===== src/rtl/core/fbnp_pkg.sv =====
// Package for the FASTQ base nibble packer: phase codes, the base code table
// and the item type passed between the input register and the parser.
// No dependencies.
package fbnp_pkg;

  // Parser phases within one FASTQ record.
  localparam logic [2:0] PH_HEADER = 3'd0;
  localparam logic [2:0] PH_SEQ    = 3'd1;
  localparam logic [2:0] PH_SEPNL  = 3'd2;
  localparam logic [2:0] PH_PLUS   = 3'd3;
  localparam logic [2:0] PH_QUAL   = 3'd4;

  localparam logic [7:0] NEWLINE = 8'd10;

  // Code for any byte that is not a known base.
  localparam logic [2:0] CODE_OTHER = 3'd4;

  // One registered input item.
  typedef struct packed {
    logic       valid;
    logic [7:0] data;
  } fbnp_item_t;

  // Map one text byte to its 3-bit base code.
  function automatic logic [2:0] base_code(input logic [7:0] b);
    logic [2:0] code;
    case (b)
      8'd0, 8'd1, 8'd2, 8'd3: code = b[2:0];
      "A", "a":                code = 3'd0;
      "C", "c":                code = 3'd1;
      "G", "g":                code = 3'd2;
      "T", "t", "U", "u":      code = 3'd3;
      default:                 code = CODE_OTHER;
    endcase
    return code;
  endfunction

endpackage


===== src/rtl/core/fbnp_if.sv =====
// Valid/ready channel interfaces for the FASTQ base nibble packer.
// Input channel carries one text byte; output channel one packed byte.
interface fbnp_in_if;
  logic       valid;
  logic       ready;
  logic [7:0] in_byte;

  modport source (output valid, output in_byte, input ready);
  modport sink   (input valid, input in_byte, output ready);
endinterface

interface fbnp_out_if;
  logic       valid;
  logic       ready;
  logic [7:0] packed_byte;
  logic       last_of_read;

  modport source (output valid, output packed_byte, output last_of_read, input ready);
  modport sink   (input valid, input packed_byte, input last_of_read, output ready);
endinterface


===== src/rtl/core/fastq_base_nibble_packer_core.sv =====
// FASTQ base nibble packer, top level. Takes FASTQ text one byte per item,
// skips each header line, packs read_length bases two to a byte (first base
// in bits 3..0, codes A=0 C=1 G=2 T/U=3, bytes 0..3 as themselves, other 4),
// flags the last packed byte of each read, then skips the sequence newline,
// the '+' line and read_length quality bytes plus their newline by count.
// A new input byte is accepted each cycle while the output is not stalled;
// an item passes the input register and then the parser's result register,
// from which the packed byte that a completing base byte yields goes out.
// read_length (reset 150) is written through cfg_write_en / cfg_write_data;
// a value of 0 acts as 1, a value above MAX_READ_LEN acts as MAX_READ_LEN.
// Depends on fbnp_pkg, fbnp_if, fbnp_in_stage and fbnp_parser.
module fastq_base_nibble_packer_core #(
  parameter int MAX_READ_LEN = 65535
) (
  input  logic        clk,
  input  logic        rst,
  input  logic        cfg_write_en,
  input  logic [15:0] cfg_write_data,
  fbnp_in_if.sink     in_ch,
  fbnp_out_if.source  out_ch
);
  import fbnp_pkg::*;

  localparam logic [15:0] READ_LENGTH_RESET = 16'd150;

  logic [15:0] read_length;
  fbnp_item_t  item;
  logic        advance;

  // Configuration register.
  always_ff @(posedge clk) begin
    if (rst) begin
      read_length <= READ_LENGTH_RESET;
    end else if (cfg_write_en) begin
      read_length <= cfg_write_data;
    end
  end

  fbnp_in_stage u_in_stage (
    .clk     (clk),
    .rst     (rst),
    .in_ch   (in_ch),
    .advance (advance),
    .item    (item)
  );

  fbnp_parser #(
    .MAX_READ_LEN (MAX_READ_LEN)
  ) u_parser (
    .clk         (clk),
    .rst         (rst),
    .item        (item),
    .read_length (read_length),
    .advance     (advance),
    .out_ch      (out_ch)
  );

endmodule


===== src/rtl/core/fbnp_in_stage.sv =====
// Input register of the FASTQ base nibble packer.
// Depends on fbnp_pkg and fbnp_in_if.
module fbnp_in_stage (
  input  logic               clk,
  input  logic               rst,
  fbnp_in_if.sink            in_ch,
  input  logic               advance,
  output fbnp_pkg::fbnp_item_t item
);
  import fbnp_pkg::*;

  // The register takes a new item whenever it is empty or its item moves on.
  assign in_ch.ready = !item.valid || advance;

  always_ff @(posedge clk) begin
    if (rst) begin
      item.valid <= 1'b0;
    end else if (in_ch.ready) begin
      item.valid <= in_ch.valid;
    end
    if (in_ch.valid && in_ch.ready) begin
      item.data <= in_ch.in_byte;
    end
  end

endmodule


===== src/rtl/core/fbnp_parser.sv =====
// Record parser and nibble packer with its result register.
// Depends on fbnp_pkg and fbnp_out_if.
module fbnp_parser #(
  parameter int MAX_READ_LEN = 65535
) (
  input  logic                 clk,
  input  logic                 rst,
  input  fbnp_pkg::fbnp_item_t item,
  input  logic [15:0]          read_length,
  output logic                 advance,
  fbnp_out_if.source           out_ch
);
  import fbnp_pkg::*;

  localparam int CNT_W = $clog2(MAX_READ_LEN + 2);
  localparam logic [CNT_W-1:0] MAX_LEN = CNT_W'(MAX_READ_LEN);

  logic [2:0]       phase;
  logic [2:0]       phase_next;
  logic [CNT_W-1:0] byte_count;
  logic [CNT_W-1:0] byte_count_next;
  logic [2:0]       held_code;
  logic [2:0]       held_code_next;

  logic [CNT_W-1:0] eff_len;
  logic [CNT_W-1:0] count_inc;
  logic [2:0]       code;
  logic             emit;
  logic [7:0]       emit_byte;
  logic             emit_last;
  logic             step;

  // The item moves on when the result register is empty or being drained.
  assign advance = !out_ch.valid || out_ch.ready;
  assign step    = item.valid && advance;

  // Effective read length: zero acts as one, clamped to the maximum.
  always_comb begin
    if (read_length == 16'd0) begin
      eff_len = CNT_W'(1);
    end else if (32'(read_length) > 32'(MAX_READ_LEN)) begin
      eff_len = MAX_LEN;
    end else begin
      eff_len = CNT_W'(read_length);
    end
  end

  assign count_inc = byte_count + CNT_W'(1);
  assign code      = base_code(item.data);

  // Next state and result for the current item.
  always_comb begin
    phase_next      = phase;
    byte_count_next = byte_count;
    held_code_next  = held_code;
    emit            = 1'b0;
    emit_byte       = {5'd0, held_code};
    emit_last       = 1'b0;
    case (phase)
      PH_SEQ: begin
        byte_count_next = count_inc;
        if (!byte_count[0]) begin
          // First base of a pair is held; it goes out alone if it ends the read.
          held_code_next = code;
          emit_byte      = {5'd0, code};
          emit           = count_inc >= eff_len;
        end else begin
          emit      = 1'b1;
          emit_byte = {1'b0, code, 1'b0, held_code};
        end
        emit_last = count_inc >= eff_len;
        if (count_inc >= eff_len) begin
          phase_next      = PH_SEPNL;
          byte_count_next = '0;
        end
      end
      PH_SEPNL: begin
        phase_next = PH_PLUS;
      end
      PH_PLUS: begin
        if (item.data == NEWLINE) begin
          phase_next      = PH_QUAL;
          byte_count_next = '0;
        end
      end
      PH_QUAL: begin
        // Quality bytes and their newline are counted, not scanned.
        byte_count_next = count_inc;
        if (count_inc >= eff_len + CNT_W'(1)) begin
          phase_next      = PH_HEADER;
          byte_count_next = '0;
        end
      end
      default: begin
        phase_next = PH_HEADER;
        if (item.data == NEWLINE) begin
          phase_next      = PH_SEQ;
          byte_count_next = '0;
          held_code_next  = 3'd0;
        end
      end
    endcase
  end

  // Parser state registers.
  always_ff @(posedge clk) begin
    if (rst) begin
      phase      <= PH_HEADER;
      byte_count <= '0;
      held_code  <= 3'd0;
    end else if (step) begin
      phase      <= phase_next;
      byte_count <= byte_count_next;
      held_code  <= held_code_next;
    end
  end

  // Result register.
  always_ff @(posedge clk) begin
    if (rst) begin
      out_ch.valid <= 1'b0;
    end else if (advance) begin
      out_ch.valid <= step && emit;
    end
    if (step && emit) begin
      out_ch.packed_byte  <= emit_byte;
      out_ch.last_of_read <= emit_last;
    end
  end

endmodule


===== src/flat_wrapper.sv =====
// flat-port wrapper written by rule: the top's interface ports become plain ports
module fastq_base_nibble_packer_core_flat import fbnp_pkg::*;
#(
  parameter int MAX_READ_LEN = 65535
)
  (clk, rst, cfg_write_en, cfg_write_data, in_ch_valid, in_ch_in_byte, in_ch_ready, out_ch_valid, out_ch_packed_byte, out_ch_last_of_read, out_ch_ready);
  fbnp_in_if in_ch_i ();
  fbnp_out_if out_ch_i ();
  input  logic clk;
  input  logic rst;
  input  logic cfg_write_en;
  input  logic [15:0] cfg_write_data;
  input wire logic [$bits(in_ch_i.valid)-1:0] in_ch_valid;
  input wire logic [$bits(in_ch_i.in_byte)-1:0] in_ch_in_byte;
  output wire logic [$bits(in_ch_i.ready)-1:0] in_ch_ready;
  output wire logic [$bits(out_ch_i.valid)-1:0] out_ch_valid;
  output wire logic [$bits(out_ch_i.packed_byte)-1:0] out_ch_packed_byte;
  output wire logic [$bits(out_ch_i.last_of_read)-1:0] out_ch_last_of_read;
  input wire logic [$bits(out_ch_i.ready)-1:0] out_ch_ready;
  assign in_ch_i.valid = in_ch_valid;
  assign in_ch_i.in_byte = in_ch_in_byte;
  assign in_ch_ready = in_ch_i.ready;
  assign out_ch_valid = out_ch_i.valid;
  assign out_ch_packed_byte = out_ch_i.packed_byte;
  assign out_ch_last_of_read = out_ch_i.last_of_read;
  assign out_ch_i.ready = out_ch_ready;
  fastq_base_nibble_packer_core #(.MAX_READ_LEN(MAX_READ_LEN)) u_core (.clk(clk), .rst(rst), .cfg_write_en(cfg_write_en), .cfg_write_data(cfg_write_data), .in_ch(in_ch_i), .out_ch(out_ch_i));
endmodule

===== config.mk =====
export PLATFORM = sky130hd
export DESIGN_NAME = fastq_base_nibble_packer_core_flat
export DESIGN_NICKNAME = d
export VERILOG_FILES = /design/src/rtl/core/fbnp_pkg.sv /design/src/rtl/core/fbnp_if.sv /design/src/rtl/core/fastq_base_nibble_packer_core.sv /design/src/rtl/core/fbnp_in_stage.sv /design/src/rtl/core/fbnp_parser.sv /design/src/flat_wrapper.sv
export SDC_FILE = /design/constraint.sdc
export NUM_CORES = 1
export LEC_CHECK = 0
export BUFFER_PORTS_ARGS = -buffer_cell sky130_fd_sc_hd__clkbuf_2
export CAP_MARGIN = 20
export CORE_MARGIN = 4
export CORE_UTILIZATION = 60
export CTS_BUF_LIST = sky130_fd_sc_hd__clkbuf_4 sky130_fd_sc_hd__clkbuf_8
export CTS_CLUSTER_SIZE = 10
export DETAILED_ROUTE_END_ITERATION = 7
export HOLD_SLACK_MARGIN = 0.1
export PLACE_DENSITY = 0.81
export SKIP_LAST_GASP = 1
export SYNTH_ARGS = -nofsm -noshare
export SYNTH_HDL_FRONTEND = slang
export SYNTH_SLANG_ARGS = --single-unit

===== constraint.sdc =====
create_clock -name clk -period 10.55 [get_ports clk]
set_clock_uncertainty 0.1 [all_clocks]
set_input_delay 2.11 -clock clk [delete_from_list [all_inputs] [get_ports clk]]
set_output_delay 2.11 -clock clk [all_outputs]
set_load 0.01 [all_outputs]

==> results.md <==
- The run finished with clean final reports.
- The boundary pin count is 40.
- The count of pins over their slew limit came to 0.
- After legalization and detailed placement, the total HPWL measured 6110 um.
- The sequential cells in the finished layout cover a total of approximately 1300 um2.
- The number of flops mapped to enable cells by yosys is 15.
- The net count of the finished layout is 524.
- The min-delay analysis places its worst path in the category flip-flop to flip-flop.
- Buffers inserted during clock tree synthesis total 5.
- For this run, the share of the core covered by cells in the final layout is 66.93%.
- The share of Yosys cell area claimed by the top area cell type is about 22%.
- Of the total synthesized cell area, the portion taken by full adders, half adders and majority gates is 11.65%.
- Sorting the synthesized cells by area gives the leading types as sky130_fd_sc_hd__dfxtp_1 22%, sky130_fd_sc_hd__edfxtp_1 12%, sky130_fd_sc_hd__ha_1 12%, sky130_fd_sc_hd__nor2_1 5.1%, sky130_fd_sc_hd__xnor2_1 5.0%.
- The smallest setup slack after layout is ~5800 ps.
- Counting distinct cell types in the post-synthesis netlist gives 55.
- For the pin with the worst max-slew slack, the measured transition is 659.4 ps.
- Among all stages on the critical path, the largest delay is contributed by sky130_fd_sc_hd__nand3b_1.
- The global-route wire length before repair is ~13,000 um.
- For the worst setup path, the data required time is 8340 ps.
- Traced cell by cell, the critical path runs through clkbuf_2 -> nand3b_1 -> clkbuf_2.
- Summed over all instances, the cell type with the most area after synthesis is sky130_fd_sc_hd__dfxtp_1.
- The total DRC errors in the routed layout is 0.
- The final cycle utilization of the critical path is 44.80%.
- In this run the horizontal extent of the chip is 86.01 um.
- STA classifies the critical path startpoint as a primary input.
- No sink is reached through more buffers than the 2 on the longest clock path.
- The overall via count from detail_route is 3,157.
- The via count of the first global-routing pass is 2,995.
- Summing all multi-input logic gate instances after layout gives 2188 um2.
- The final setup violation count is 0.
- By count the netlist is led by 50 x sky130_fd_sc_hd__nor2_1, 45 x sky130_fd_sc_hd__nand2_1, 41 x sky130_fd_sc_hd__dfxtp_1.
- The height of the die is ~86 um.
- The layout has about 490 filler cells.
- The leakage power total is 1.760 nW.
- Global routing used between 30% and 40% of the available met2 tracks.
- The post-route minimum period is 4726 ps.
- In this run the tool buffered the top-level ports with 37 buffer cells.
- The most numerous cell on the critical path is sky130_fd_sc_hd__clkbuf_2.
- Buffers added to address setup during post-CTS repair amount to 0.
- The achievable frequency is approximately 210 MHz.
- The number of warning messages in the yosys log is 0.
- The total count of hold-check failures in the final report came to 0.
- After clock tree synthesis, the clock-pin slew on the worst setup and hold paths is 100 ps.
- The basic-gate share of the synthesized area counting and, or, nand and nor cells is 25.36%.
- Setup repair after global routing left no endpoint under its margin.
- The insertion delay to the later sink of the worst-skew pair is about 320 ps.
- Averaged over all synthesized cells, the footprint is 8.550 um2.
- The buffer type at the clock tree root is sky130_fd_sc_hd__clkbuf_8.
- The critical path is of the primary input to output port type.
- In this run the worst path has a maximum fanout of 3.
- For this configuration, the core starts out at a cell density of 61.67%.
- The area growth from synthesis to layout is 8.533%.
- The total number of H-tree levels is 2.
- Final hold analysis gives a worst-case slack of 387.2 ps.
- The initial antenna violation count is 0.
- The floorplan step defined a die boundary enclosing 7397 um2.
- In the routed layout, each cell is associated on average with a via count of 5.879.
- The sequential area share after synthesis is 34.82%.
- The area of the placeable core is slightly below 6000 um2.
- The met3 global-route usage is under 10%.
- After the first detailed-routing iteration, the DRC count stood at 133.
- Setup total negative slack on the finished layout was measured at 0 ps.
- Entering global routing, the biggest net connects 22 pins.
- Timing analysis after detailed placement gives a worst setup slack of between 5000 and 6000 ps.
- On the critical path the largest part of the delay comes from buffers and inverters.
- The total wire length after detailed routing is roughly 7600 um.
- In this run the remaining antenna-violating nets after routing total 0.
- The most used routing layer in global routing is met2.
- Across every metal layer, demand over resource in global routing totals between 20 and 25%.
- The routed wirelength normalized by instance count is 14.21 um.
- The floorplan has 28 rows.
- The multiplexer share of the synthesized area is under 10%.
- Counting flops and latches in the post-synthesis netlist gives 56.
- The fraction of the mapped netlist area in compound gates is a little over an eighth.
- The critical path buffer and inverter count is 2.
- The worst endpoint data arrival time is 2520 ps.
- The sort of element at the end of the critical path is an output port.
- The power per unit of standard cell area is ~100 nW/um2.
- The post-CTS resize count is 0.
- Counting flops with an async set or reset pin after synthesis yields a share of 0%.
- The synthesized netlist devotes under 10% of its cell area to XOR and XNOR gates.
- IR analysis of the VDD net gives a maximum drop of 0.00007473 V.
- The clock net sink count is 56.
- TritonCTS built the clock tree.
- The largest family of logic cells by synthesized area is simple AND/OR/NAND/NOR gates.
- In this run the cell area of the synthesized design comes to 3651 um2.
- The count of antenna diodes in the layout is 0.
- The number of buffers inserted by hold repair at cts is 0.
- After global routing the overflow that remains totals 0.
- The congestion estimate from routability-driven global placement came to 0.8816.
- In this design, the stage delay of the slowest critical-path cell is 180 ps.
- The worst relative slew slack is 56.04%.
- For this run, the detailed router's first-pass iteration total came to 5.
- Cells with a size suffix above 1 make up 16.02% of the layout.
- Synthesis handed over a netlist of 427 instances.
- The max-cap violation count is 0.
- The most frequently used flop master after synthesis is sky130_fd_sc_hd__dfxtp_1.
- In the post-synthesis netlist, the cell with the most instances is sky130_fd_sc_hd__nor2_1.
- For this run, global-route usage on met1 was measured as 25.69%.
[registers in the layout, summed over array words and instances, names as in the netlist]
name,count
u_core.read_length,16
u_core.u_parser.phase,3
u_core.u_parser.out_ch.packed_byte,6
u_core.u_parser.out_ch.last_of_read,1
u_core.u_in_stage.item,9
u_core.u_parser.out_ch.valid,1
u_core.u_parser.byte_count,17
u_core.u_parser.held_code,3
[per-stage QoR]
| step | instance area (um2) | power [mW] | cells |
|---|---|---|---|
| finish | 3963 | 0.3964 | 537 |
| global placement | 3862 | 0.2768 | 528 |
| global route | 3963 | 0.4127 | 537 |
| CTS | 3963 | 0.3977 | 537 |
| detailed placement | 3870 | 0.2789 | 529 |
| floorplan | 3655 | 0.2659 | 428 |
[path summary, 6_finish.rpt]
path | start | end | slack, ps | cells past startpoint
worst min register to register | u_core.u_parser.byte_count[16]$_SDFFE_PP0P_ | u_core.u_parser.byte_count[16]$_SDFFE_PP0P_ | 390 | 2
worst min-delay path | u_core.u_parser.byte_count[16]$_SDFFE_PP0P_ | u_core.u_parser.byte_count[16]$_SDFFE_PP0P_ | 390 | 2
worst max-delay path | out_ch_ready | in_ch_ready | 5820 | 3
worst max register to register | u_core.u_parser.byte_count[0]$_SDFFE_PP0P_ | u_core.u_parser.byte_count[8]$_SDFFE_PP0P_ | 6310 | 13
[worst min-delay path, stage by stage, from the launching register on]
cell and delay, ps:
sky130_fd_sc_hd__dfxtp_1 330, sky130_fd_sc_hd__nand2_1 70, sky130_fd_sc_hd__o21ai_2 50
[cells by family after synthesis]
| group | after synthesis |
|---|---|
| AOI/OAI and AO/OA | 74 |
| xor gates and xnor gates | 25 |
| adders and majority gates | 34 |
| buffers and inverters | 45 |
| DFF | 56 |
| muxes | 13 |
| other | 1 |
| and+or+nand+nor | 179 |
[cell type report]
cell class              count  area share [%]
inverters                  33           3.126
flip-flops and latches     56           32.08
clock buffers               6           1.926
repair buffers             38           4.863
clock inverters             2          0.4105
well taps                  75           2.368
multi-input cells         327           55.23
[layer usage]
metal  routed length (um)  share of wire, %  vias to the layer above
met5                    0                 0                        -
met1                 3175                42                     1482
met2                 3917                51                       91
li1                     -                 -                     1567
met4                  165               2.2                        0
met3                  371               4.9                       17
[report_power, final]
group / internal (mW) / total (mW) / switching [mW] / leakage (nW)
combinational: 0.0181 / 0.0399 / 0.0219 / 1.25
sequential: 0.227 / 0.234 / 0.00765 / 0.470
clock: 0.0500 / 0.122 / 0.0721 / 0.0448
total: 0.295 / 0.396 / 0.102 / 1.76
[placed cells by master (no fill, tap or decap), drive strengths merged, types with 2 or more instances in the layout]
cell	n
nor2	51
nand2	45
clkbuf	43
dfxtp	41
ha	34
inv	33
o21ai	28
a21oi	23
xnor2	21
edfxtp	15
nand4	14
mux2i	13
nand3	13
or2	8
nor4	8
and3	8
nor2b	6
nor3	6
and2	6
o22ai	5
o211ai	5
xor2	4
a211oi	3
nand4b	3
and4	3
a2111oi	2
or3	2
nand2b	2
nor3b	2
conb	2
Power figures use the tool's default switching activity.
